==> config.mk <==
export PLATFORM = sky130hd
export DESIGN_NAME = ansi_escape_stream_decoder
export DESIGN_NICKNAME = d
export VERILOG_FILES = /design/src/hw/rtl/aesd_pkg.sv /design/src/hw/rtl/ansi_escape_stream_decoder.sv /design/src/hw/rtl/aesd_front.sv /design/src/hw/rtl/aesd_queue.sv /design/src/hw/rtl/aesd_back.sv
export SDC_FILE = /design/constraint.sdc
export NUM_CORES = 1
export LEC_CHECK = 0
export ABC_AREA = 1
export BUFFER_PORTS_ARGS = -buffer_cell sky130_fd_sc_hd__buf_4
export CAP_MARGIN = 10
export CORE_ASPECT_RATIO = 0.6
export CORE_MARGIN = 3
export CORE_UTILIZATION = 40
export CTS_CLUSTER_SIZE = 28
export DETAILED_ROUTE_END_ITERATION = 10
export PLACE_DENSITY_LB_ADDON = 0.2
export SYNTH_ARGS = -nofsm -noshare
export SYNTH_HDL_FRONTEND = slang
export SYNTH_SLANG_ARGS = --single-unit
==> constraint.sdc <==
create_clock -name clk -period 5.8 [get_ports clk]
set_input_delay 1.16 -clock clk [delete_from_list [all_inputs] [get_ports clk]]
set_output_delay 1.16 -clock clk [all_outputs]
set_load 0.1 [all_outputs]
==> src/hw/rtl/aesd_pkg.sv <==
// Package for the escape stream decoder: byte codes, parser modes, queue packet
// type and the color/SGR helper functions. No dependencies.
`default_nettype none

package aesd_pkg;

  // Default depth of the queue between front and back
  localparam int AESD_QUEUE_DEPTH = 4;

  // Byte codes
  localparam logic [7:0] CH_ESC    = 8'h1B;
  localparam logic [7:0] CH_LBRACK = 8'h5B;  // [
  localparam logic [7:0] CH_RPAREN = 8'h29;  // )
  localparam logic [7:0] CH_QMARK  = 8'h3F;  // ?
  localparam logic [7:0] CH_SEMI   = 8'h3B;  // ;
  localparam logic [7:0] CH_ZERO   = 8'h30;
  localparam logic [7:0] CH_NINE   = 8'h39;
  localparam logic [7:0] CH_FOUR   = 8'h34;
  localparam logic [7:0] CH_SEVEN  = 8'h37;
  localparam logic [7:0] CH_UP_H   = 8'h48;  // H
  localparam logic [7:0] CH_LO_H   = 8'h68;  // h
  localparam logic [7:0] CH_LO_L   = 8'h6C;  // l
  localparam logic [7:0] CH_LO_M   = 8'h6D;  // m

  // SGR codes
  localparam logic [7:0] SGR_RESET  = 8'd0;
  localparam logic [7:0] SGR_BRIGHT = 8'd1;
  localparam logic [7:0] SGR_NORMAL = 8'd22;
  localparam logic [7:0] SGR_FG_LO  = 8'd30;
  localparam logic [7:0] SGR_FG_HI  = 8'd37;
  localparam logic [7:0] SGR_BG_LO  = 8'd40;
  localparam logic [7:0] SGR_BG_HI  = 8'd47;

  // Attribute after reset: white on black, normal intensity
  localparam logic [6:0] ATTR_DEFAULT = 7'h07;

  localparam logic [15:0] PARAM_MAX = 16'hFFFF;

  typedef enum logic [3:0] {
    MODE_GROUND,
    MODE_ESC,
    MODE_CSI_START,
    MODE_CSI_PARAM,
    MODE_Q1,
    MODE_Q4,
    MODE_Q47,
    MODE_P1,
    MODE_P2,
    MODE_P3
  } mode_t;

  typedef enum logic [1:0] {
    ACT_TEXT   = 2'd0,
    ACT_CURSOR = 2'd1,
    ACT_ATTR   = 2'd2
  } action_t;

  // Bytes released as text when a partial match breaks off
  typedef enum logic [2:0] {
    PFX_NONE,
    PFX_Q,      // ?
    PFX_Q4,     // ? 4
    PFX_Q47,    // ? 4 7
    PFX_ZERO    // 0
  } prefix_t;

  // One queue entry: released prefix text, then an optional main result
  typedef struct packed {
    prefix_t     prefix;
    logic        has_main;
    action_t     action;
    logic [7:0]  text_byte;
    logic [15:0] cursor_row;
    logic [15:0] cursor_col;
    logic [6:0]  attribute;
  } pkt_t;

  function automatic logic [2:0] swap_color(input logic [2:0] c);
    logic [2:0] r;
    case (c)
      3'd0:    r = 3'd0;
      3'd1:    r = 3'd4;
      3'd2:    r = 3'd2;
      3'd3:    r = 3'd6;
      3'd4:    r = 3'd1;
      3'd5:    r = 3'd5;
      3'd6:    r = 3'd3;
      default: r = 3'd7;
    endcase
    return r;
  endfunction

  // Apply one SGR code to an attribute {back, bright, fore}
  function automatic logic [6:0] sgr_apply(input logic [6:0] t, input logic [7:0] code);
    logic [2:0] f;
    logic       b;
    logic [2:0] k;
    logic [7:0] off;
    f = t[2:0];
    b = t[3];
    k = t[6:4];
    off = 8'd0;
    if (code == SGR_RESET) begin
      f = 3'd7;
      b = 1'b0;
      k = 3'd0;
    end else if (code == SGR_BRIGHT) begin
      b = 1'b1;
    end else if (code == SGR_NORMAL) begin
      b = 1'b0;
    end else if (code >= SGR_FG_LO && code <= SGR_FG_HI) begin
      off = code - SGR_FG_LO;
      f = swap_color(off[2:0]);
    end else if (code >= SGR_BG_LO && code <= SGR_BG_HI) begin
      off = code - SGR_BG_LO;
      k = swap_color(off[2:0]);
    end
    return {k, b, f};
  endfunction

  function automatic logic [1:0] pfx_count(input prefix_t p);
    logic [1:0] n;
    case (p)
      PFX_Q:    n = 2'd1;
      PFX_Q4:   n = 2'd2;
      PFX_Q47:  n = 2'd3;
      PFX_ZERO: n = 2'd1;
      default:  n = 2'd0;
    endcase
    return n;
  endfunction

  function automatic logic [7:0] pfx_byte(input prefix_t p, input logic [1:0] i);
    logic [7:0] r;
    case (p)
      PFX_Q, PFX_Q4, PFX_Q47: begin
        case (i)
          2'd0:    r = CH_QMARK;
          2'd1:    r = CH_FOUR;
          default: r = CH_SEVEN;
        endcase
      end
      PFX_ZERO: r = CH_ZERO;
      default:  r = 8'd0;
    endcase
    return r;
  endfunction

endpackage

`default_nettype wire

==> src/hw/rtl/ansi_escape_stream_decoder.sv <==
// Terminal escape stream decoder. Takes one byte of terminal output per request and
// yields text bytes, cursor moves (CSI ... H, zero-based) and color attributes
// (CSI ... m, attribute = fore | bright<<3 | back<<4); fixed mode sequences are
// swallowed and other escapes dropped. A byte is accepted every cycle while the
// internal queue has room. The back end sends one result per cycle while the
// receiver does not stall, so a byte that breaks off a partial sequence and
// releases held bytes (up to four results) keeps it busy for all of them, and the
// queue of QUEUE_DEPTH packets absorbs such bursts. A result is written into the
// queue and then loaded into the output register before it can be taken; out_last
// marks the final result of each byte, and bytes that produce no result emit
// nothing. Depends on aesd_pkg, aesd_front, aesd_queue and aesd_back.
`default_nettype none

module ansi_escape_stream_decoder
  import aesd_pkg::*;
#(
  parameter int QUEUE_DEPTH = AESD_QUEUE_DEPTH
) (
  input  wire logic        clk,
  input  wire logic        rst_n,
  input  wire logic        in_valid,
  input  wire logic [7:0]  in_byte,
  output logic             in_stall,
  output logic             out_valid,
  input  wire logic        out_stall,
  output logic [1:0]       out_action,
  output logic [7:0]       out_text_byte,
  output logic [15:0]      out_cursor_row,
  output logic [15:0]      out_cursor_col,
  output logic [6:0]       out_attribute,
  output logic             out_last
);

  pkt_t q_wr_data;
  pkt_t q_head;
  logic q_push;
  logic q_pop;
  logic q_full;
  logic q_not_empty;

  // Parser
  aesd_front u_front (
    .clk      (clk),
    .rst_n    (rst_n),
    .in_valid (in_valid),
    .in_byte  (in_byte),
    .in_stall (in_stall),
    .q_full   (q_full),
    .q_push   (q_push),
    .q_data   (q_wr_data)
  );

  // Packet queue
  aesd_queue #(
    .DEPTH (QUEUE_DEPTH)
  ) u_queue (
    .clk       (clk),
    .rst_n     (rst_n),
    .push      (q_push),
    .wr_data   (q_wr_data),
    .pop       (q_pop),
    .rd_data   (q_head),
    .full      (q_full),
    .not_empty (q_not_empty)
  );

  // Result expansion and output register
  aesd_back u_back (
    .clk            (clk),
    .rst_n          (rst_n),
    .head           (q_head),
    .head_valid     (q_not_empty),
    .pop            (q_pop),
    .out_valid      (out_valid),
    .out_stall      (out_stall),
    .out_action     (out_action),
    .out_text_byte  (out_text_byte),
    .out_cursor_row (out_cursor_row),
    .out_cursor_col (out_cursor_col),
    .out_attribute  (out_attribute),
    .out_last       (out_last)
  );

endmodule

`default_nettype wire

==> src/hw/rtl/aesd_front.sv <==
// Front end of the escape decoder: parser state machine, one byte per cycle while the queue has room.
// Turns each byte into a queue packet. Depends on aesd_pkg.
`default_nettype none

module aesd_front
  import aesd_pkg::*;
(
  input  wire logic       clk,
  input  wire logic       rst_n,
  input  wire logic       in_valid,
  input  wire logic [7:0] in_byte,
  output logic            in_stall,
  input  wire logic       q_full,
  output logic            q_push,
  output pkt_t            q_data
);

  mode_t       mode_r, mode_nxt;
  logic [15:0] pv_r, pv_nxt;
  logic [1:0]  idx_r, idx_nxt;
  logic [15:0] first_r, first_nxt;
  logic [15:0] second_r, second_nxt;
  logic [6:0]  trial_r, trial_nxt;
  logic [6:0]  attr_r, attr_nxt;

  logic        accept;
  logic        gnd_c;     // handle byte as in ground mode
  logic        esc_c;     // handle byte as the one after ESC
  logic        is_digit;
  logic [19:0] acc;
  logic [15:0] f0, f1;
  logic [6:0]  sgr_t;
  pkt_t        pkt;

  assign in_stall = q_full;
  assign accept   = in_valid && !q_full;
  assign is_digit = in_byte inside {[CH_ZERO:CH_NINE]};

  // Decimal accumulate with saturation: pv*10 + digit
  assign acc = {1'b0, pv_r, 3'b000} + {3'b000, pv_r, 1'b0} + {12'd0, in_byte - CH_ZERO};

  // SGR applied to the field that ends here
  assign sgr_t = sgr_apply(trial_r, pv_r[7:0]);

  // Cursor fields as seen at the final byte
  always_comb begin
    f0 = (idx_r == 2'd0) ? pv_r : first_r;
    if (idx_r == 2'd0) begin
      f1 = 16'd0;
    end else if (idx_r == 2'd1) begin
      f1 = pv_r;
    end else begin
      f1 = second_r;
    end
  end

  // Next state and packet
  always_comb begin
    mode_nxt   = mode_r;
    pv_nxt     = pv_r;
    idx_nxt    = idx_r;
    first_nxt  = first_r;
    second_nxt = second_r;
    trial_nxt  = trial_r;
    attr_nxt   = attr_r;
    gnd_c      = 1'b0;
    esc_c      = 1'b0;
    pkt        = '0;
    pkt.prefix = PFX_NONE;
    pkt.action = ACT_TEXT;

    case (mode_r)
      MODE_GROUND: gnd_c = 1'b1;
      MODE_ESC:    esc_c = 1'b1;
      MODE_CSI_START, MODE_CSI_PARAM: begin
        if (is_digit) begin
          mode_nxt = MODE_CSI_PARAM;
          pv_nxt   = (acc > {4'd0, PARAM_MAX}) ? PARAM_MAX : acc[15:0];
        end else if (in_byte == CH_SEMI) begin
          // end of a field
          mode_nxt  = MODE_CSI_PARAM;
          trial_nxt = sgr_t;
          if (idx_r == 2'd0) first_nxt = pv_r;
          if (idx_r == 2'd1) second_nxt = pv_r;
          if (idx_r != 2'd3) idx_nxt = idx_r + 2'd1;
          pv_nxt = 16'd0;
        end else if (mode_r == MODE_CSI_START) begin
          if (in_byte == CH_QMARK) begin
            mode_nxt = MODE_Q1;
          end else begin
            // ESC [ with no parameters: byte taken afresh
            gnd_c = 1'b1;
          end
        end else begin
          // final byte
          mode_nxt = MODE_GROUND;
          if (in_byte == CH_UP_H) begin
            pkt.has_main   = 1'b1;
            pkt.action     = ACT_CURSOR;
            pkt.cursor_row = (f0 == 16'd0) ? 16'd0 : f0 - 16'd1;
            pkt.cursor_col = (f1 == 16'd0) ? 16'd0 : f1 - 16'd1;
          end else if (in_byte == CH_LO_M) begin
            trial_nxt     = sgr_t;
            attr_nxt      = sgr_t;
            pkt.has_main  = 1'b1;
            pkt.action    = ACT_ATTR;
            pkt.attribute = sgr_t;
          end
        end
      end
      MODE_Q1: begin
        if (in_byte == CH_FOUR) begin
          mode_nxt = MODE_Q4;
        end else begin
          pkt.prefix = PFX_Q;
          gnd_c      = 1'b1;
        end
      end
      MODE_Q4: begin
        if (in_byte == CH_SEVEN) begin
          mode_nxt = MODE_Q47;
        end else begin
          pkt.prefix = PFX_Q4;
          gnd_c      = 1'b1;
        end
      end
      MODE_Q47: begin
        if (in_byte == CH_LO_H || in_byte == CH_LO_L) begin
          mode_nxt = MODE_GROUND;
        end else begin
          pkt.prefix = PFX_Q47;
          gnd_c      = 1'b1;
        end
      end
      MODE_P1: begin
        if (in_byte == CH_ZERO) begin
          mode_nxt = MODE_P2;
        end else begin
          gnd_c = 1'b1;
        end
      end
      MODE_P2: begin
        if (in_byte == CH_ESC) begin
          mode_nxt = MODE_P3;
        end else begin
          pkt.prefix = PFX_ZERO;
          gnd_c      = 1'b1;
        end
      end
      MODE_P3: begin
        if (in_byte == CH_SEVEN) begin
          mode_nxt = MODE_GROUND;
        end else begin
          // held '0' is text, held ESC restarts an escape with this byte
          pkt.prefix = PFX_ZERO;
          esc_c      = 1'b1;
        end
      end
      default: mode_nxt = MODE_GROUND;
    endcase

    // Byte in ground mode
    if (gnd_c) begin
      if (in_byte == CH_ESC) begin
        mode_nxt = MODE_ESC;
      end else begin
        mode_nxt      = MODE_GROUND;
        pkt.has_main  = 1'b1;
        pkt.action    = ACT_TEXT;
        pkt.text_byte = in_byte;
      end
    end

    // Byte after ESC
    if (esc_c) begin
      if (in_byte == CH_LBRACK) begin
        mode_nxt   = MODE_CSI_START;
        pv_nxt     = 16'd0;
        idx_nxt    = 2'd0;
        first_nxt  = 16'd0;
        second_nxt = 16'd0;
        trial_nxt  = attr_r;
      end else if (in_byte == CH_RPAREN) begin
        mode_nxt = MODE_P1;
      end else begin
        mode_nxt = MODE_GROUND;
      end
    end
  end

  assign q_data = pkt;
  assign q_push = accept && (pkt.has_main || pkt.prefix != PFX_NONE);

  // Parser registers
  always_ff @(posedge clk) begin
    if (!rst_n) begin
      mode_r   <= MODE_GROUND;
      pv_r     <= 16'd0;
      idx_r    <= 2'd0;
      first_r  <= 16'd0;
      second_r <= 16'd0;
      trial_r  <= ATTR_DEFAULT;
      attr_r   <= ATTR_DEFAULT;
    end else if (accept) begin
      mode_r   <= mode_nxt;
      pv_r     <= pv_nxt;
      idx_r    <= idx_nxt;
      first_r  <= first_nxt;
      second_r <= second_nxt;
      trial_r  <= trial_nxt;
      attr_r   <= attr_nxt;
    end
  end

endmodule

`default_nettype wire

==> src/hw/rtl/aesd_queue.sv <==
// Short packet queue between parser front and result back end.
// Register array with head read in place. Depends on aesd_pkg.
`default_nettype none

module aesd_queue
  import aesd_pkg::*;
#(
  parameter int DEPTH = AESD_QUEUE_DEPTH
) (
  input  wire logic clk,
  input  wire logic rst_n,
  input  wire logic push,
  input  wire pkt_t wr_data,
  input  wire logic pop,
  output pkt_t      rd_data,
  output logic      full,
  output logic      not_empty
);

  localparam int PTR_W = $clog2(DEPTH);
  localparam int CNT_W = $clog2(DEPTH + 1);

  pkt_t             mem_r [DEPTH];
  logic [PTR_W-1:0] wr_ptr_r, wr_ptr_nxt;
  logic [PTR_W-1:0] rd_ptr_r, rd_ptr_nxt;
  logic [CNT_W-1:0] cnt_r, cnt_nxt;
  logic             do_push, do_pop;

  assign full      = (cnt_r == CNT_W'(DEPTH));
  assign not_empty = (cnt_r != '0);
  assign rd_data   = mem_r[rd_ptr_r];
  assign do_push   = push && !full;
  assign do_pop    = pop && not_empty;

  // Pointer and count update
  always_comb begin
    wr_ptr_nxt = wr_ptr_r;
    rd_ptr_nxt = rd_ptr_r;
    cnt_nxt    = cnt_r;
    if (do_push) begin
      wr_ptr_nxt = (wr_ptr_r == PTR_W'(DEPTH - 1)) ? '0 : wr_ptr_r + 1'b1;
    end
    if (do_pop) begin
      rd_ptr_nxt = (rd_ptr_r == PTR_W'(DEPTH - 1)) ? '0 : rd_ptr_r + 1'b1;
    end
    if (do_push && !do_pop) begin
      cnt_nxt = cnt_r + 1'b1;
    end else if (do_pop && !do_push) begin
      cnt_nxt = cnt_r - 1'b1;
    end
  end

  always_ff @(posedge clk) begin
    if (!rst_n) begin
      wr_ptr_r <= '0;
      rd_ptr_r <= '0;
      cnt_r    <= '0;
    end else begin
      wr_ptr_r <= wr_ptr_nxt;
      rd_ptr_r <= rd_ptr_nxt;
      cnt_r    <= cnt_nxt;
    end
  end

  // Storage
  always_ff @(posedge clk) begin
    if (do_push) begin
      mem_r[wr_ptr_r] <= wr_data;
    end
  end

endmodule

`default_nettype wire

==> src/hw/rtl/aesd_back.sv <==
// Back end of the escape decoder: expands each queue packet into one to
// four results and drives the registered output channel. Depends on aesd_pkg.
`default_nettype none

module aesd_back
  import aesd_pkg::*;
(
  input  wire logic        clk,
  input  wire logic        rst_n,
  input  wire pkt_t        head,
  input  wire logic        head_valid,
  output logic             pop,
  output logic             out_valid,
  input  wire logic        out_stall,
  output logic [1:0]       out_action,
  output logic [7:0]       out_text_byte,
  output logic [15:0]      out_cursor_row,
  output logic [15:0]      out_cursor_col,
  output logic [6:0]       out_attribute,
  output logic             out_last
);

  logic [1:0]  sub_r, sub_nxt;     // result index within the head packet
  logic        valid_r, valid_nxt;
  logic [1:0]  act_r, act_nxt;
  logic [7:0]  text_r, text_nxt;
  logic [15:0] row_r, row_nxt;
  logic [15:0] col_r, col_nxt;
  logic [6:0]  attr_r, attr_nxt;
  logic        last_r, last_nxt;

  logic [1:0]  n_pfx;
  logic        is_final;
  logic        load;

  assign n_pfx    = pfx_count(head.prefix);
  assign is_final = head.has_main ? (sub_r == n_pfx) : (sub_r == n_pfx - 2'd1);
  assign load     = head_valid && (!valid_r || !out_stall);
  assign pop      = load && is_final;

  // Select the current result of the head packet
  always_comb begin
    sub_nxt   = sub_r;
    valid_nxt = valid_r && out_stall;
    act_nxt   = act_r;
    text_nxt  = text_r;
    row_nxt   = row_r;
    col_nxt   = col_r;
    attr_nxt  = attr_r;
    last_nxt  = last_r;
    if (load) begin
      valid_nxt = 1'b1;
      last_nxt  = is_final;
      sub_nxt   = is_final ? 2'd0 : sub_r + 2'd1;
      if (sub_r < n_pfx) begin
        act_nxt  = ACT_TEXT;
        text_nxt = pfx_byte(head.prefix, sub_r);
        row_nxt  = 16'd0;
        col_nxt  = 16'd0;
        attr_nxt = 7'd0;
      end else begin
        act_nxt  = head.action;
        text_nxt = head.text_byte;
        row_nxt  = head.cursor_row;
        col_nxt  = head.cursor_col;
        attr_nxt = head.attribute;
      end
    end
  end

  // Control registers
  always_ff @(posedge clk) begin
    if (!rst_n) begin
      sub_r   <= 2'd0;
      valid_r <= 1'b0;
    end else begin
      sub_r   <= sub_nxt;
      valid_r <= valid_nxt;
    end
  end

  // Output payload registers
  always_ff @(posedge clk) begin
    act_r  <= act_nxt;
    text_r <= text_nxt;
    row_r  <= row_nxt;
    col_r  <= col_nxt;
    attr_r <= attr_nxt;
    last_r <= last_nxt;
  end

  assign out_valid      = valid_r;
  assign out_action     = act_r;
  assign out_text_byte  = text_r;
  assign out_cursor_row = row_r;
  assign out_cursor_col = col_r;
  assign out_attribute  = attr_r;
  assign out_last       = last_r;

endmodule

`default_nettype wire

---- Yosys cells after proc, flatten, opt, wreduce, memory -nomap -nowiden ----
Memory sizes are Yosys's and may differ from the RTL's. A register that Yosys moved wholly into a read port is not among the register bits.
Index checks and enable logic that the tools add are counted.
storage, ports and cells
  memories kept ........................... 1
  output and inout bits ................... 52
  word-level logic and storage cells ...... 249
  RAM bits ................................ 212
  register bits after elaboration ......... 128
  input port bits ......................... 12
memory list
  memory         words  width  rd ports  clocked after Yosys merged registers in  wr ports  line              RTL
  u_queue.mem_r  4      53     1         1                                        1         aesd_queue.sv:23  pkt_t mem_r [DEPTH];
operators by class
  reductions and logical operators ........ 37
  $lt $le $gt $ge ......................... 8
  add/subtract/negate cells ............... 14
  mux-type cells .......................... 112
  equality and inequality tests ........... 55
  bitwise operators ....................... 4
operators with widths
  operator               number
  $mux 16                21
  $mux 39                4
  $mux 7                 10
  $mux 3                 20
  $mux 4                 13
  $eq 8x6->1 const B     6
  $pmux 3 s7             2
  $eq 8x7->1 const B     5
  $logic_not 16->1       2
  $mux 32                1
  $pmux 4 s8             1
  $sub 16x1->16 const B  2
  $mux 2                 13
  $eq 3x3->1 const B     8
  $le 8x6->1 const B     3
  $ne 4x1->1 const B     6
  $mux 11                2
  $add 19x17->20         1
  $add 20x8->20          1
  $gt 20x16->1 const B   1
  $eq 3x2->1 const B     6
  $mux 1                 18
  $eq 4x3->1 const B     4
  $eq 8x5->1 const B     2
  41 further kinds       78

---- Depth between registers and ports, before layout ----
  depth in word-level cells ............... 16
  mapped depth ............................ 21
  gate-level depth less buffers ........... 20

---- By module ----
Synthesis repeated with hierarchy kept, for this count alone.
second synthesis, totals
  cells, all modules ...................... 1848
  area, all modules ....................... 17066.4 um^2
by module, submodules not included
  module      cells each  area each (um^2)  instances
  aesd_queue  584         8529.4            1
  aesd_front  1063        6319.8            1
  aesd_back   201         2217.1            1

---- Worst setup path before layout ----
Ideal clock, no wire load.
  path type ............................... input to register
  start ................................... in in_byte[4]
  end ..................................... mem u_queue.mem_r[0][0] (netlist name), enable pin
  stages on the path ...................... 12
  arrival time ............................ 4406 ps
  slack ................................... 930 ps
  path buffers ............................ 0
  cell sequence ........................... ha_1 nand2_1 nor2_1 nand3_1 nand2_1 nand2_1 inv_1 nand4_1 nand2_2 nand3_1 nand2_2 nor2_1
between the ends
  cells in the longest elaborated chain, start to end .. 14
ends and longest elaborated chain
  what                            line                              RTL
  start: declaration              ansi_escape_stream_decoder.sv:22  input wire logic [7:0] in_byte,
  $eq 8x7->1                      aesd_front.sv:102                 end else if (in_byte == CH_LO_M) begin
  $mux 3                          aesd_front.sv:102
  $mux 3                          aesd_front.sv:97                  if (in_byte == CH_UP_H) begin
  $mux 3                          aesd_front.sv:87                  end else if (mode_r == MODE_CSI_START) begin
  $mux 3                          aesd_front.sv:79                  end else if (in_byte == CH_SEMI) begin
  $mux 3                          aesd_front.sv:76                  if (is_digit) begin
  $mux 3                          aesd_front.sv:72                  case (mode_r)
  $mux 11                         aesd_front.sv:164                 if (in_byte == CH_ESC) begin
  $mux 11                         aesd_front.sv:163                 if (gnd_c) begin
  $logic_or 1x1->1 *              aesd_front.sv:192                 assign q_push = accept && (pkt.has_main || pkt.prefix != PFX_NONE);
  $logic_and 1x1->1 *             aesd_front.sv:192
  $logic_and 1x1->1 *             aesd_queue.sv:32                  assign do_push = push && !full;
  $mux 1 *                        aesd_queue.sv:67                  if (do_push) begin
  $mux 1 (not written as such) *  aesd_queue.sv:68                  mem_r[wr_ptr_r] <= wr_data;
  end: declaration                aesd_queue.sv:23
Mark *: on every way between the ends. The rest lies on a longest branch, timed or not.

==> qor_table.md <==
| Result | This run | Unit |
| --- | --- | --- |
| Post-placement worst setup slack | 1.66 | ns |
| Synth top cells by count | nand2_1, nor2_1, edfxtp_1 | - |
| Total clock sinks | 342 | - |
| Initial core utilization | 41.0 | % |
| Area used by multi-input combinational logic | 6380 | um^2 |
| Number of nets still failing antenna checks after routing | 0 | - |
| CTS tree | done | - |
| H-Tree Depth | 1 | - |
| Grt total ovfl | 0 | - |
| Count of buffers added by post-CTS timing repair for setup | 0 | - |
| Initial antenna violation count | 1 | - |
| Final Wtd Congestion | 0.829 | - |
| Final instance area | 18800 | um^2 |
| WS Path Type | reg -> reg | - |
| HPWL after DPL | 27.3 | mm |
| Final setup margin | 1.75 | ns |
| Startpoint type of the worst setup path | register | - |
| Power Density | 490 | nW/um^2 |
| Number of max-slew violations in the final report | 0 | - |
| Worst EP required | 6.25 | ns |
| Worst-skew pair later-pin latency | 0.56 | ns |
| Number of placement rows | 57 | - |
| Post-synthesis net count | 1891 | - |
| Share of synthesized area occupied by flip-flops and latches | 56.5 | % |
| Ranking of synthesized cells by area | edfxtp_1, dfxtp_1, nand2_1 | - |
| Synthesized netlist cell count | 1827 | - |
| Routed length per placed instance | 17.2 | um |
| Mean post-synth cell area | 9.17 | um^2 |
| Number of buffers inserted by port buffering | 63 | - |
| CTS Root Buffer Type | clkbuf_16 | - |
| NumNets Final | 1930 | - |
| Total global routing track utilization | 19.1 | % |
| Post-synthesis cell type with the largest combined area | edfxtp_1 | - |
| Number of distinct standard cells referenced by the synthesized netlist | 54 | - |
| Register bit count reported by yosys | 342 | - |
| Area of the die | 44400 | um^2 |
| Max_cap viols | 0 | - |
| Maximum vdd ir drop | 0.398 | mV |
| Slew @ Worst Pin | 1.12 | ns |
| Dominant register cell in the synthesized netlist | edfxtp_1 | - |
| Gates resized, CTS repair | 0 | - |
| Via-to-Cell Ratio | 5.10 | - |
| Hold Fails Final Rpt | 0 | - |
| Most frequent cell after synthesis | nand2_1 | - |
| Antenna diodes | 0 | - |
| Detailed Route Iter0 Violations | 1074 | - |
| Path class of the lowest-slack min-delay path | reg -> reg | - |
| Largest stage delay on the critical path | 0.68 | ns |
| Maximum count of clock buffers along a single path | 3 | - |
| Detailed Routing Iterations Pass 1 | 6 | - |
| Period utilisation layout | 69.9 | % |
| Area of the core | 40900 | um^2 |
| Vias in the first global route | 11889 | - |
| Area used by sequential logic in the layout | 9470 | um^2 |
| Width of the die | 270 | um |
| Post-route DRC | 0 | - |
| Fillcell total | 3926 | - |
| Final critical path time including I/O delays and setup | 4.05 | ns |
| Hold-fix buffer count after cts | 0 | - |
| Worst relative slew slack | 24.9 | % |
| Die extent in y | 164 | um |
| Wire length of the first global-routing pass | 67.6 | mm |
| Worst EP arrival | 4.50 | ns |
| Aggregate routed wire length | 42.2 | mm |
| Maximum number of pins on one net before global-route repair | 88 | - |
| Ordered list of cells on the worst path | buf_4 > o21ai_0 > nand2_1 > nand2_1 > nand3b_1 > o21ai_0 > ha_1 > nand3_1 > nand2_1 > nand2_1 > ha_1 > inv_1 > fa_1 > a21oi_1 > o21ai_0 > o21ai_0 > a21oi_1 | - |
| Fin Hold WS | 0.465 | ns |
| Kind of end point of the critical path | register | - |
| DR vias | 12486 | - |
| Area Overhead vs Synth | 12.1 | % |
| Worst clock skew | 0.0104 | ns |
| Count of boundary I/O pins | 64 | - |
| Number of standard cells in the final layout excluding fillers | 2450 | - |
| CP max stage cell | dfxtp_4 | - |
| Static leakage | 7.52 | nW |
| Final setup violation count | 0 | - |
| Run status | finished clean | - |
| Post-synth top area share | 47.0 | % |
| Placed cell area | 17700 | um^2 |
| Proportion of synthesized flip-flops having asynchronous set or reset | 0 | % |
| TritonCTS Buffers | 31 | - |
| Instance count after placement with tap cells included | 2392 | - |
| Count of synthesis-stage warnings from yosys | 0 | - |
| Ratio of cells with drive above 1 in the final layout | 10.7 | % |
| Unrepaired setup endpoints after global routing | no | - |
| Final total negative setup slack | 0 | ns |
| Cell area after synthesis | 16700 | um^2 |
| CTS clock-pin slew for the worst setup and hold paths | 0.07 | ns |
| Max Clock Freq | 0.247 | GHz |
| Maximum fanout encountered on the critical timing path | 67 | - |
| Post-synth EDFFs | 262 | - |
## stage by stage
step | total power [mW] | utilization (%)
2_1_floorplan | 6.22 | -
3_3_place_gp | 7.23 | 43.4
3_5_place_dp | 7.23 | 43.4
4_1_cts | 9.30 | 45.9
5_1_grt | 9.72 | 45.9
6_report | 9.20 | 45.9
## per-layer routing
layer / part of all wire, % / wire length (um) / global-route usage (%) / vias up
met2: 42 / 17800 / 28.6 / 322
met5: 0.019 / 8 / 0 / -
met1: 51 / 21400 / 29.6 / 5941
met3: 5.5 / 2340 / 2.98 / 46
li1: - / - / - / 6175
met4: 1.6 / 695 / 3.27 / 2
## cells by family (layout without fill, tap and decap cells)
| family | count (synthesis) | in the layout | synth area share, % |
|---|---|---|---|
| AOI/OAI and AO/OA | 322 | 322 | 10.3 |
| xor gates and xnor gates | 33 | 33 | 1.77 |
| adders and majority gates | 52 | 52 | 4.20 |
| buffers and inverters | 232 | 295 | 5.64 |
| DFF | 342 | 342 | 56.5 |
| and+or+nand+nor | 846 | 846 | 21.5 |
## sequential cells by signal, indices dropped and copies added, names as in the netlist, 2 cells and up, named ones only
signal	flops
u_back.out_attribute	7
u_front.first_r	16
u_back.out_text_byte	8
u_queue.cnt_r	3
u_queue.mem_r	212
u_front.attr_r	7
u_back.out_cursor_col	16
u_front.second_r	16
u_queue.rd_ptr_r	2
u_back.out_cursor_row	16
u_queue.wr_ptr_r	2
u_back.sub_r	2
u_back.out_action	2
u_front.trial_r	7
u_front.idx_r	2
u_front.pv_r	16
u_front.mode_r	4
## layout by cell type (no fill, tap or decap), drive strengths merged, types with 4 or more instances in the layout
master and instances:
or2 4, xnor2 16, ha 45, o21ai 146, nand3b 4, a21oi 142
nor2 298, a211oi 4, inv 158, nand4 13, o211ai 10, nor3 19
clkinv 6, dfxtp 80, buf 79, nand3 72, a221o 4, xor2 17
edfxtp 262, clkbuf 49, nand2 429, fa 7
## cell type report
cell class / count / share of cell area (%)
flip-flops and latches: 342 / 50.5
multi-input cells: 1253 / 34.0
clock buffers: 49 / 4.87
well taps: 560 / 3.73
repair buffers: 79 / 3.27
inverters: 159 / 3.19
clock inverters: 8 / 0.480
## power by group
group | switching, mW | total (mW) | internal [mW]
clock | 0.885 | 2.05 | 1.16
sequential | 0.171 | 3.47 | 3.30
combinational | 2.92 | 3.69 | 0.764
## critical path: cells and delay by family, from the launching register on
family	cells	cell delay, ns
compound gates	6	0.81
fa+ha+maj	3	0.90
buf+inv	2	0.75
flops	1	0.68
simple gates	6	0.77
## worst paths after layout
check | start | to | slack [ns] | depth (start not counted)
worst max register to register | register | u_queue.cnt_r[2] | 1.75 | 17
worst max-delay path | register | u_queue.cnt_r[2] | 1.75 | 17
worst min-delay path | u_front.attr_r[1] | u_front.attr_r[1] | 0.47 | 2
worst min register to register | u_front.attr_r[1] | u_front.attr_r[1] | 0.47 | 2
Note: power is estimated with default switching activity, not from simulation.
